[src/hdl/multiturn_angle_velocity_tracker_assert.svh]
// Assertion macros for the multi-turn angle and velocity tracker.
// Expects clk and rst_n in the scope where a macro is used.
`ifndef MULTITURN_ANGLE_VELOCITY_TRACKER_ASSERT_SVH
`define MULTITURN_ANGLE_VELOCITY_TRACKER_ASSERT_SVH

// same-cycle implication
`define AVT_ASSERT_SAME(lbl, ante, cons, msg) \
  lbl: assert property (@(posedge clk) disable iff (!rst_n) (ante) |-> (cons)) \
    else $error(msg);

// next-cycle implication
`define AVT_ASSERT_NEXT(lbl, ante, cons, msg) \
  lbl: assert property (@(posedge clk) disable iff (!rst_n) (ante) |=> (cons)) \
    else $error(msg);

`endif

[src/hdl/avt_pkg.sv]
// Shared widths, register indexes, reset values and types of the tracker.
// No dependencies.
`timescale 1ns / 1ps
`default_nettype none

package avt_pkg;

  localparam int COUNT_BITS = 12;
  localparam int TIMER_BITS = 24;
  localparam int TURN_BITS  = 20;
  localparam int POS_W      = 32;
  localparam int TPS_W      = 27;
  localparam int CFG_W      = 32;
  localparam int REG_IDX_W  = 2;

  localparam int MUL_DIGITS = (TPS_W + 1) / 2;
  localparam int MPL_W      = 2 * MUL_DIGITS;
  localparam int ACC_W      = POS_W + 2;
  localparam int NUM_W      = ACC_W + MPL_W;
  localparam int DIV_DIGITS = NUM_W / 2;
  localparam int QUO_W      = POS_W + 2;
  localparam int DVS3_W     = TIMER_BITS + 2;
  localparam int MCNT_W     = $clog2(MUL_DIGITS);
  localparam int DCNT_W     = $clog2(DIV_DIGITS);

  typedef logic [COUNT_BITS-1:0] count_t;
  typedef logic [TIMER_BITS-1:0] timer_t;
  typedef logic [TURN_BITS-1:0]  turn_t;
  typedef logic [POS_W-1:0]      pos_t;
  typedef logic [TPS_W-1:0]      tps_t;
  typedef logic [QUO_W-1:0]      quo_t;
  typedef logic [REG_IDX_W-1:0]  reg_idx_t;

  localparam reg_idx_t REG_WRAP_THR = REG_IDX_W'(0);
  localparam reg_idx_t REG_TPS      = REG_IDX_W'(1);
  localparam reg_idx_t REG_MAX_IV   = REG_IDX_W'(2);
  localparam reg_idx_t REG_FB_IV    = REG_IDX_W'(3);

  localparam count_t RST_WRAP_THR = COUNT_BITS'(3276);
  localparam tps_t   RST_TPS      = TPS_W'(9000000);
  localparam timer_t RST_MAX_IV   = TIMER_BITS'(4500000);
  localparam timer_t RST_FB_IV    = TIMER_BITS'(9000);

  localparam quo_t QUO_NEG_LIM = QUO_W'(1) << (POS_W - 1);
  localparam quo_t QUO_POS_LIM = QUO_NEG_LIM - QUO_W'(1);

  typedef struct packed {
    logic busy;
    logic done;
  } stat_t;

endpackage

`default_nettype wire

[src/hdl/multiturn_angle_velocity_tracker.sv]
// Top level of the multi-turn angle and velocity tracker: registers, sequencer,
// saturation and output register. Depends on avt_pkg, avt_track, avt_mul, avt_div.
//
//   channel  direction  handshake            payload
//   in_      sink       in_valid/in_ready    in_raw_count, in_timer_value
//   out_     source     out_valid/out_ready  out_position, out_velocity
//   cfg_     sink       cfg_valid/cfg_ready  cfg_index, cfg_data
//
// An accepted word passes through tracking, 14 radix-4 multiply steps,
// 31 radix-4 divide steps and the output load. The next word is taken once
// the result is loaded, while that result may still wait on out_ready.
// Reset is synchronous, no clear pass.
`timescale 1ns / 1ps
`default_nettype none
`include "multiturn_angle_velocity_tracker_assert.svh"

module multiturn_angle_velocity_tracker (
  input  logic                     clk,
  input  logic                     rst_n,
  input  logic                     in_valid,
  output logic                     in_ready,
  input  avt_pkg::count_t          in_raw_count,
  input  avt_pkg::timer_t          in_timer_value,
  output logic                     out_valid,
  input  logic                     out_ready,
  output logic signed [31:0]       out_position,
  output logic signed [31:0]       out_velocity,
  input  logic                     cfg_valid,
  output logic                     cfg_ready,
  input  avt_pkg::reg_idx_t        cfg_index,
  input  logic [avt_pkg::CFG_W-1:0] cfg_data
);
  import avt_pkg::*;

  localparam logic [2:0] S_IDLE = 3'd0;
  localparam logic [2:0] S_TRK  = 3'd1;
  localparam logic [2:0] S_MGO  = 3'd2;
  localparam logic [2:0] S_MUL  = 3'd3;
  localparam logic [2:0] S_DIV  = 3'd4;
  localparam logic [2:0] S_FIN  = 3'd5;

  logic [2:0] state_r;
  logic [2:0] state_nxt;

  count_t thr_r;
  tps_t   tps_r;
  timer_t max_r;
  timer_t fb_r;

  logic   out_valid_r;
  pos_t   pos_out_r;
  pos_t   vel_out_r;

  logic   accept;
  logic   load_out;
  logic   mul_start;
  logic   div_start;

  pos_t   trk_pos;
  pos_t   trk_mag;
  logic   trk_neg;
  timer_t trk_iv;

  stat_t  mul_st;
  stat_t  div_st;
  logic [NUM_W-1:0] product;
  quo_t   quo;
  logic   quo_ovf;
  logic   big;
  quo_t   qs;
  pos_t   vel_nxt;

  assign accept    = in_valid && in_ready;
  assign in_ready  = (state_r == S_IDLE);
  assign cfg_ready = 1'b1;
  assign mul_start = (state_r == S_MGO);
  assign div_start = (state_r == S_MUL) && mul_st.done;
  assign load_out  = (state_r == S_FIN) && (!out_valid_r || out_ready);

  avt_track u_track (
    .clk       (clk),
    .rst_n     (rst_n),
    .load      (accept),
    .step      (state_r == S_TRK),
    .raw       (in_raw_count),
    .now       (in_timer_value),
    .thr       (thr_r),
    .max_ticks (max_r),
    .fb_ticks  (fb_r),
    .pos       (trk_pos),
    .mag       (trk_mag),
    .neg       (trk_neg),
    .interval  (trk_iv)
  );

  avt_mul u_mul (
    .clk     (clk),
    .rst_n   (rst_n),
    .start   (mul_start),
    .mcand   (trk_mag),
    .mplr    (tps_r),
    .stat    (mul_st),
    .product (product)
  );

  avt_div u_div (
    .clk      (clk),
    .rst_n    (rst_n),
    .start    (div_start),
    .dividend (product),
    .divisor  (trk_iv),
    .stat     (div_st),
    .quotient (quo),
    .ovf      (quo_ovf)
  );

  always_comb begin
    state_nxt = state_r;
    unique case (state_r)
      S_IDLE: if (accept) state_nxt = S_TRK;
      S_TRK:  state_nxt = S_MGO;
      S_MGO:  state_nxt = S_MUL;
      S_MUL:  if (mul_st.done) state_nxt = S_DIV;
      S_DIV:  if (div_st.done) state_nxt = S_FIN;
      S_FIN:  if (load_out) state_nxt = S_IDLE;
      default: state_nxt = S_IDLE;
    endcase
  end

  always_comb begin
    if (trk_neg) begin
      big     = quo_ovf || (quo > QUO_NEG_LIM);
      qs      = big ? QUO_NEG_LIM : quo;
      vel_nxt = POS_W'(QUO_W'(0) - qs);
    end else begin
      big     = quo_ovf || (quo > QUO_POS_LIM);
      qs      = big ? QUO_POS_LIM : quo;
      vel_nxt = POS_W'(qs);
    end
  end

  always_ff @(posedge clk) begin
    if (!rst_n) begin
      state_r     <= S_IDLE;
      out_valid_r <= 1'b0;
      thr_r       <= RST_WRAP_THR;
      tps_r       <= RST_TPS;
      max_r       <= RST_MAX_IV;
      fb_r        <= RST_FB_IV;
    end else begin
      state_r <= state_nxt;
      if (load_out) begin
        out_valid_r <= 1'b1;
      end else if (out_ready) begin
        out_valid_r <= 1'b0;
      end
      if (cfg_valid && cfg_ready) begin
        unique case (cfg_index)
          REG_WRAP_THR: thr_r <= cfg_data[COUNT_BITS-1:0];
          REG_TPS:      tps_r <= cfg_data[TPS_W-1:0];
          REG_MAX_IV:   max_r <= cfg_data[TIMER_BITS-1:0];
          REG_FB_IV:    fb_r  <= cfg_data[TIMER_BITS-1:0];
        endcase
      end
    end
  end

  always_ff @(posedge clk) begin
    if (load_out) begin
      pos_out_r <= trk_pos;
      vel_out_r <= vel_nxt;
    end
  end

  assign out_valid    = out_valid_r;
  assign out_position = $signed(pos_out_r);
  assign out_velocity = $signed(vel_out_r);

  `AVT_ASSERT_NEXT(a_accept_tracks, accept, state_r == S_TRK, "accepted word did not start tracking")
  `AVT_ASSERT_NEXT(a_fin_holds, (state_r == S_FIN) && out_valid_r && !out_ready, (state_r == S_FIN) && out_valid_r, "result lost while output register full")
  `AVT_ASSERT_SAME(a_units_excl, mul_st.busy, !div_st.busy, "multiplier and divider busy together")
  `AVT_ASSERT_SAME(a_mul_done_state, mul_st.done, state_r == S_MUL, "multiplier finished outside its step")

endmodule

`default_nettype wire

[src/hdl/avt_track.sv]
// Turn tracking, multi-turn position, position change and interval selection.
// Depends on avt_pkg.
`timescale 1ns / 1ps
`default_nettype none

module avt_track (
  input  logic            clk,
  input  logic            rst_n,
  input  logic            load,
  input  logic            step,
  input  avt_pkg::count_t raw,
  input  avt_pkg::timer_t now,
  input  avt_pkg::count_t thr,
  input  avt_pkg::timer_t max_ticks,
  input  avt_pkg::timer_t fb_ticks,
  output avt_pkg::pos_t   pos,
  output avt_pkg::pos_t   mag,
  output logic            neg,
  output avt_pkg::timer_t interval
);
  import avt_pkg::*;

  count_t prev_raw_r;
  turn_t  turn_r;
  timer_t prev_timer_r;
  timer_t elapsed_r;
  pos_t   pos_r;
  pos_t   mag_r;
  logic   neg_r;
  timer_t interval_r;

  logic   up;
  count_t jump;
  turn_t  turn_nxt;
  timer_t elapsed_nxt;
  pos_t   pos_nxt;
  pos_t   d_fwd;
  pos_t   d_rev;
  timer_t iv_sel;
  timer_t interval_nxt;

  always_comb begin
    up   = raw > prev_raw_r;
    jump = up ? raw - prev_raw_r : prev_raw_r - raw;
    turn_nxt = turn_r;
    if (jump > thr) begin
      turn_nxt = up ? turn_r - TURN_BITS'(1) : turn_r + TURN_BITS'(1);
    end
    elapsed_nxt = (now < prev_timer_r) ? prev_timer_r - now : prev_timer_r + ~now;
  end

  always_comb begin
    pos_nxt = (POS_W'($signed(turn_r)) << COUNT_BITS) | POS_W'(prev_raw_r);
    d_fwd   = pos_nxt - pos_r;
    d_rev   = pos_r - pos_nxt;
    iv_sel  = (elapsed_r == '0 || elapsed_r > max_ticks) ? fb_ticks : elapsed_r;
    interval_nxt = (iv_sel == '0) ? TIMER_BITS'(1) : iv_sel;
  end

  always_ff @(posedge clk) begin
    if (!rst_n) begin
      prev_raw_r   <= '0;
      turn_r       <= '0;
      prev_timer_r <= '0;
      pos_r        <= '0;
    end else begin
      if (load) begin
        prev_raw_r   <= raw;
        turn_r       <= turn_nxt;
        prev_timer_r <= now;
      end
      if (step) begin
        pos_r <= pos_nxt;
      end
    end
  end

  always_ff @(posedge clk) begin
    if (load) begin
      elapsed_r <= elapsed_nxt;
    end
    if (step) begin
      neg_r      <= d_fwd[POS_W-1];
      mag_r      <= d_fwd[POS_W-1] ? d_rev : d_fwd;
      interval_r <= interval_nxt;
    end
  end

  assign pos      = pos_r;
  assign mag      = mag_r;
  assign neg      = neg_r;
  assign interval = interval_r;

endmodule

`default_nettype wire

[src/hdl/avt_mul.sv]
// Radix-4 digit-serial multiplier: position change times tick rate.
// Depends on avt_pkg.
`timescale 1ns / 1ps
`default_nettype none

module avt_mul (
  input  logic                      clk,
  input  logic                      rst_n,
  input  logic                      start,
  input  avt_pkg::pos_t             mcand,
  input  avt_pkg::tps_t             mplr,
  output avt_pkg::stat_t            stat,
  output logic [avt_pkg::NUM_W-1:0] product
);
  import avt_pkg::*;

  logic              busy_r;
  logic              done_r;
  logic [MCNT_W-1:0] cnt_r;
  logic [ACC_W-1:0]  hi_r;
  logic [MPL_W-1:0]  lo_r;
  logic [MPL_W-1:0]  mpl_r;
  logic [ACC_W-1:0]  m1_r;
  logic [ACC_W-1:0]  m3_r;

  logic [ACC_W-1:0]  md;
  logic [ACC_W:0]    sum;

  always_comb begin
    unique case (mpl_r[1:0])
      2'd0:    md = '0;
      2'd1:    md = m1_r;
      2'd2:    md = m1_r << 1;
      default: md = m3_r;
    endcase
    sum = {1'b0, hi_r} + {1'b0, md};
  end

  always_ff @(posedge clk) begin
    if (!rst_n) begin
      busy_r <= 1'b0;
      done_r <= 1'b0;
      cnt_r  <= '0;
    end else begin
      done_r <= 1'b0;
      if (start) begin
        busy_r <= 1'b1;
        cnt_r  <= '0;
      end else if (busy_r) begin
        cnt_r <= cnt_r + MCNT_W'(1);
        if (cnt_r == MCNT_W'(MUL_DIGITS - 1)) begin
          busy_r <= 1'b0;
          done_r <= 1'b1;
        end
      end
    end
  end

  always_ff @(posedge clk) begin
    if (start) begin
      hi_r  <= '0;
      lo_r  <= '0;
      mpl_r <= MPL_W'(mplr);
      m1_r  <= ACC_W'(mcand);
      m3_r  <= ACC_W'(mcand) + (ACC_W'(mcand) << 1);
    end else if (busy_r) begin
      hi_r  <= {1'b0, sum[ACC_W:2]};
      lo_r  <= {sum[1:0], lo_r[MPL_W-1:2]};
      mpl_r <= mpl_r >> 2;
    end
  end

  assign stat    = '{busy: busy_r, done: done_r};
  assign product = {hi_r, lo_r};

endmodule

`default_nettype wire

[src/hdl/avt_div.sv]
// Radix-4 digit-serial restoring divider with sticky quotient overflow.
// Depends on avt_pkg.
`timescale 1ns / 1ps
`default_nettype none

module avt_div (
  input  logic                      clk,
  input  logic                      rst_n,
  input  logic                      start,
  input  logic [avt_pkg::NUM_W-1:0] dividend,
  input  avt_pkg::timer_t           divisor,
  output avt_pkg::stat_t            stat,
  output avt_pkg::quo_t             quotient,
  output logic                      ovf
);
  import avt_pkg::*;

  logic              busy_r;
  logic              done_r;
  logic [DCNT_W-1:0] cnt_r;
  logic [NUM_W-1:0]  num_r;
  timer_t            rem_r;
  timer_t            d1_r;
  logic [DVS3_W-1:0] d3_r;
  quo_t              q_r;
  logic              ovf_r;

  logic [DVS3_W-1:0] t;
  logic [DVS3_W:0]   s1;
  logic [DVS3_W:0]   s2;
  logic [DVS3_W:0]   s3;
  logic [1:0]        qd;
  timer_t            rem_nxt;

  always_comb begin
    t  = {rem_r, num_r[NUM_W-1 -: 2]};
    s1 = {1'b0, t} - {3'b000, d1_r};
    s2 = {1'b0, t} - {2'b00, d1_r, 1'b0};
    s3 = {1'b0, t} - {1'b0, d3_r};
    priority if (!s3[DVS3_W]) begin
      qd      = 2'd3;
      rem_nxt = s3[TIMER_BITS-1:0];
    end else if (!s2[DVS3_W]) begin
      qd      = 2'd2;
      rem_nxt = s2[TIMER_BITS-1:0];
    end else if (!s1[DVS3_W]) begin
      qd      = 2'd1;
      rem_nxt = s1[TIMER_BITS-1:0];
    end else begin
      qd      = 2'd0;
      rem_nxt = t[TIMER_BITS-1:0];
    end
  end

  always_ff @(posedge clk) begin
    if (!rst_n) begin
      busy_r <= 1'b0;
      done_r <= 1'b0;
      cnt_r  <= '0;
    end else begin
      done_r <= 1'b0;
      if (start) begin
        busy_r <= 1'b1;
        cnt_r  <= '0;
      end else if (busy_r) begin
        cnt_r <= cnt_r + DCNT_W'(1);
        if (cnt_r == DCNT_W'(DIV_DIGITS - 1)) begin
          busy_r <= 1'b0;
          done_r <= 1'b1;
        end
      end
    end
  end

  always_ff @(posedge clk) begin
    if (start) begin
      num_r <= dividend;
      rem_r <= '0;
      d1_r  <= divisor;
      d3_r  <= DVS3_W'(divisor) + (DVS3_W'(divisor) << 1);
      q_r   <= '0;
      ovf_r <= 1'b0;
    end else if (busy_r) begin
      num_r <= num_r << 2;
      rem_r <= rem_nxt;
      q_r   <= {q_r[QUO_W-3:0], qd};
      ovf_r <= ovf_r | (|q_r[QUO_W-1 -: 2]);
    end
  end

  assign stat     = '{busy: busy_r, done: done_r};
  assign quotient = q_r;
  assign ovf      = ovf_r;

endmodule

`default_nettype wire
[config.mk]
export PLATFORM = sky130hd
export DESIGN_NAME = multiturn_angle_velocity_tracker
export DESIGN_NICKNAME = d
export VERILOG_FILES = /design/src/hdl/avt_pkg.sv /design/src/hdl/multiturn_angle_velocity_tracker.sv /design/src/hdl/avt_track.sv /design/src/hdl/avt_mul.sv /design/src/hdl/avt_div.sv
export VERILOG_INCLUDE_DIRS = /design/src /design/src/hdl
export SDC_FILE = /design/constraint.sdc
export NUM_CORES = 2
export LEC_CHECK = 0
export ABC_CLOCK_PERIOD_IN_PS = 6400
export BUFFER_PORTS_ARGS = -buffer_cell sky130_fd_sc_hd__buf_2
export CORE_MARGIN = 3
export CORE_UTILIZATION = 33
export DETAILED_ROUTE_END_ITERATION = 12
export SLEW_MARGIN = 10
export SYNTH_ARGS = -nofsm -noshare
export SYNTH_HDL_FRONTEND = slang
export SYNTH_SLANG_ARGS = --single-unit
[constraint.sdc]
create_clock -name clk -period 6.4 [get_ports clk]
set_input_delay 1.28 -clock clk [delete_from_list [all_inputs] [get_ports clk]]
set_output_delay 1.28 -clock clk [all_outputs]
set_load 0.01 [all_outputs]
==> results.toml <==
[synth]
syn_inst = 4456
syn-cell-area_um2 = 40200
dominantRegCellSynth = "edfxtp_1"
synth_seq_area_share_pct = 41.5
synth_edf_count = 348
synth_warnings = 0
yosys_register_bits = 660
synth_async_sr_flop_share_pct = 0
synth_cell_types = 98
syn_nets = 4877
synth.avg_cell_area_um2 = 9.03

[global_routing]
grt_pass1_vias = 30549
grt_max_degree = 85
antenna_found_initial = 2
track_usage_pct = 15.5
grt_pass1_wl_um = 161000
overflow = 0

[route]
wire_per_inst_um = 16.0
routed_wl_um = 99500
drc = 0
drtPass1Iterations = 5
vias_per_cell = 5.08
ant_nets = 0
drtIter0Drc = 1851
vias = 31606

[clock_network]
clock_sinks = 660
clkTransAtPathRegs_ps = 60
cts_buffer_depth = 3
clock_latency_ps = 640
root_buffer = "clkbuf_16"
holdBufCountCts = 0
htree_levels = 3
post_cts_resized = 0
tritoncts = "built"
cts_setup_buffers = 0
cts_buffers = 77

[placement]
io_buffers = 135
gp_congestion = 0.895
hpwl_um = 72000
place_area_um2 = 42700

[run]
drv_cap = 0

[timing]
fin_crit_sh_pct = 95.5
skew_ps = 27.3
slew_viol_final = 0
finalSetupViolations = 0
hold_violations = 0
rsz0062_at_grt = "no"
slew_headroom_pct = 24.8
min_period_ps = 6110
worst_pin_slew_ps = 1130
hold_ws_ps = 454
timing.fmax_mhz = 164

[worst_setup_path]
crit_family = "compound AO/OA/AOI/OAI gates"
worstSetupPathType = "input pin to flop"
end_kind = "flop"
rr_startpoint = "u_track.prev_raw_r[0]"
crit_top_cell = "a21o_1"
required_ps = 6920
slowest_delay_ps = 480
cp_data_arrival_time_ps = 6630
cp_slowest_cell = "or4_1"
critPathLaunchType = "input pin"
worst-path-buf-inv = 4
critPathMaxFanout = 5
startpoint = "in_raw_count[0]"

[pwr]
p_comb_share_pct = 35.5
p_int_mw = 10.2
switching_share_pct = 34.5
power_switching_mw = 5.37
powerDensity_nw_per_um2 = 343
power_frac_seq_pct = 35.9
p_clk_share_pct = 28.6
p_total_mw = 15.5
p_leak_nw = 18.9
vdd_drop_max_uv = 240

[die]
ios = 142
rows = 127
core_area_um2 = 120000
die_area_um2 = 126000
die_w_um = 355
die_h_um = 355
start_util_pct = 33.4

[worst_hold_path]
min_from = "tps_r[24]"
hold_path_class = "flop to flop"

[run_status]
status = "finished clean"

[cells_and_area]
mostFrequentLayoutCells = "nand2_1, a21oi_1, edfxtp_1"
drive_gt1_share_pct = 9.43
layout_commonest_cell = "nand2_1"
fill_cells = 12268
synthToLayoutAreaGrowth_pct = 12.6
final_area_um2 = 45300
nets = 4970
[worst reg2reg max path, stage by stage (launching register included)]
cell and delay, ps:
dfxtp_1 390, ha_1 170, inv_1 50, fa_1 380, a21o_1 170, a21o_1 190, a21o_1 180, a21oi_1 220
o211a_1 210, nor2_1 70, o31ai_2 220, buf_4 190, mux2_2 350, a31oi_1 190, xnor2_1 170, ha_1 290
a21o_1 170, a21o_1 180, a21o_1 170, a21o_1 160, a21oi_1 130, nor2b_1 50, o21ai_0 200, a221o_1 350
nor3_1 80, and3_1 200, or4_1 480
[flip-flops by register name (all words and copies together) (netlist names), 31 cells and up]
register,flops
u_div.num_r,62
u_mul.m3_r,34
u_mul.hi_r,33
u_div.quotient,34
u_mul.m1_r,31
u_track.pos,32
u_track.mag,32
out_position,32
out_velocity,32
[area by class of cell]
cell class	instances	area (um^2)	share of cell area [%]
tap	1612	2020	4.45
multi-input combinational	3322	21700	48.0
inverter	286	1080	2.39
sequential	660	16700	36.8
antenna	1	2.50	0.00552
clock inverter	41	457	1.01
clock buffer	102	2120	4.68
timing repair buffer	202	1190	2.63
[synth_stat cells, types with 38 or more instances]
cell | n | area share (%)
nand2_1 | 751 | 7.0
a21oi_1 | 384 | 4.8
edfxtp_1 | 348 | 26
ha_1 | 333 | 10
dfxtp_1 | 312 | 16
nor2_1 | 308 | 2.9
inv_1 | 282 | 2.6
o21ai_0 | 158 | 2.0
clkbuf_1 | 144 | 1.3
xnor2_1 | 129 | 2.8
a21o_1 | 123 | 2.3
mux2i_1 | 107 | 2.7
nand3_1 | 78 | 0.97
nor3_1 | 76 | 0.95
xor2_1 | 75 | 1.6
mux2_2 | 59 | 1.7
nand2b_1 | 46 | 0.72
nor2b_1 | 46 | 0.72
a211oi_1 | 44 | 0.82
o21a_1 | 38 | 0.71
[cell families after synthesis]
logic type / synth area share, %
multiplexers: 4.43
buffers and inverters: 4.55
adder cells (fa/ha/maj): 11.0
XOR/XNOR: 4.44
AND/OR/NAND/NOR: 16.6
AO/OA/AOI/OAI: 17.4
flip-flops: 41.5
other: 0.00932
[power by group through the flow]
stage | sequential [mW] | clock (mW) | combinational (mW)
finish | 5.57 | 4.45 | 5.51
global route | 5.63 | 4.74 | 6.22
CTS | 5.57 | 4.58 | 5.51
detailed placement | 5.66 | 0 | 5.49
global placement | 5.65 | 0 | 5.42
floorplan | 5.49 | 0 | 4.41
[metrics by stage]
stage | cells | utilization [%] | TNS (ps) | setup WS [ps]
finish | 6226 | 37.6 | 0 | 287
global route | 6226 | 37.6 | 0 | 4.95
CTS | 6225 | 37.6 | 0 | 293
detailed placement | 6082 | 35.5 | -3590 | -358
global placement | 6082 | 35.5 | -4150 | -402
floorplan | 4456 | - | 0 | 5.93
[per-layer routing]
metal / global-route usage, % / up-vias / wire (um)
met5: 0 / - / 0
met4: 4.46 / 0 / 2620
met3: 2.29 / 158 / 4220
met2: 25.3 / 602 / 45000
met1: 21.2 / 14839 / 47700
li1: - / 16007 / -
[final timing paths]
kind	slack (ps)	end	cells after the start
max	290	u_track.turn_r[18]	28
min	450	tps_r[24]	2
max reg2reg	660	u_track.turn_r[18]	26
min reg2reg	450	tps_r[24]	2
Power figures use the tool's default switching activity.
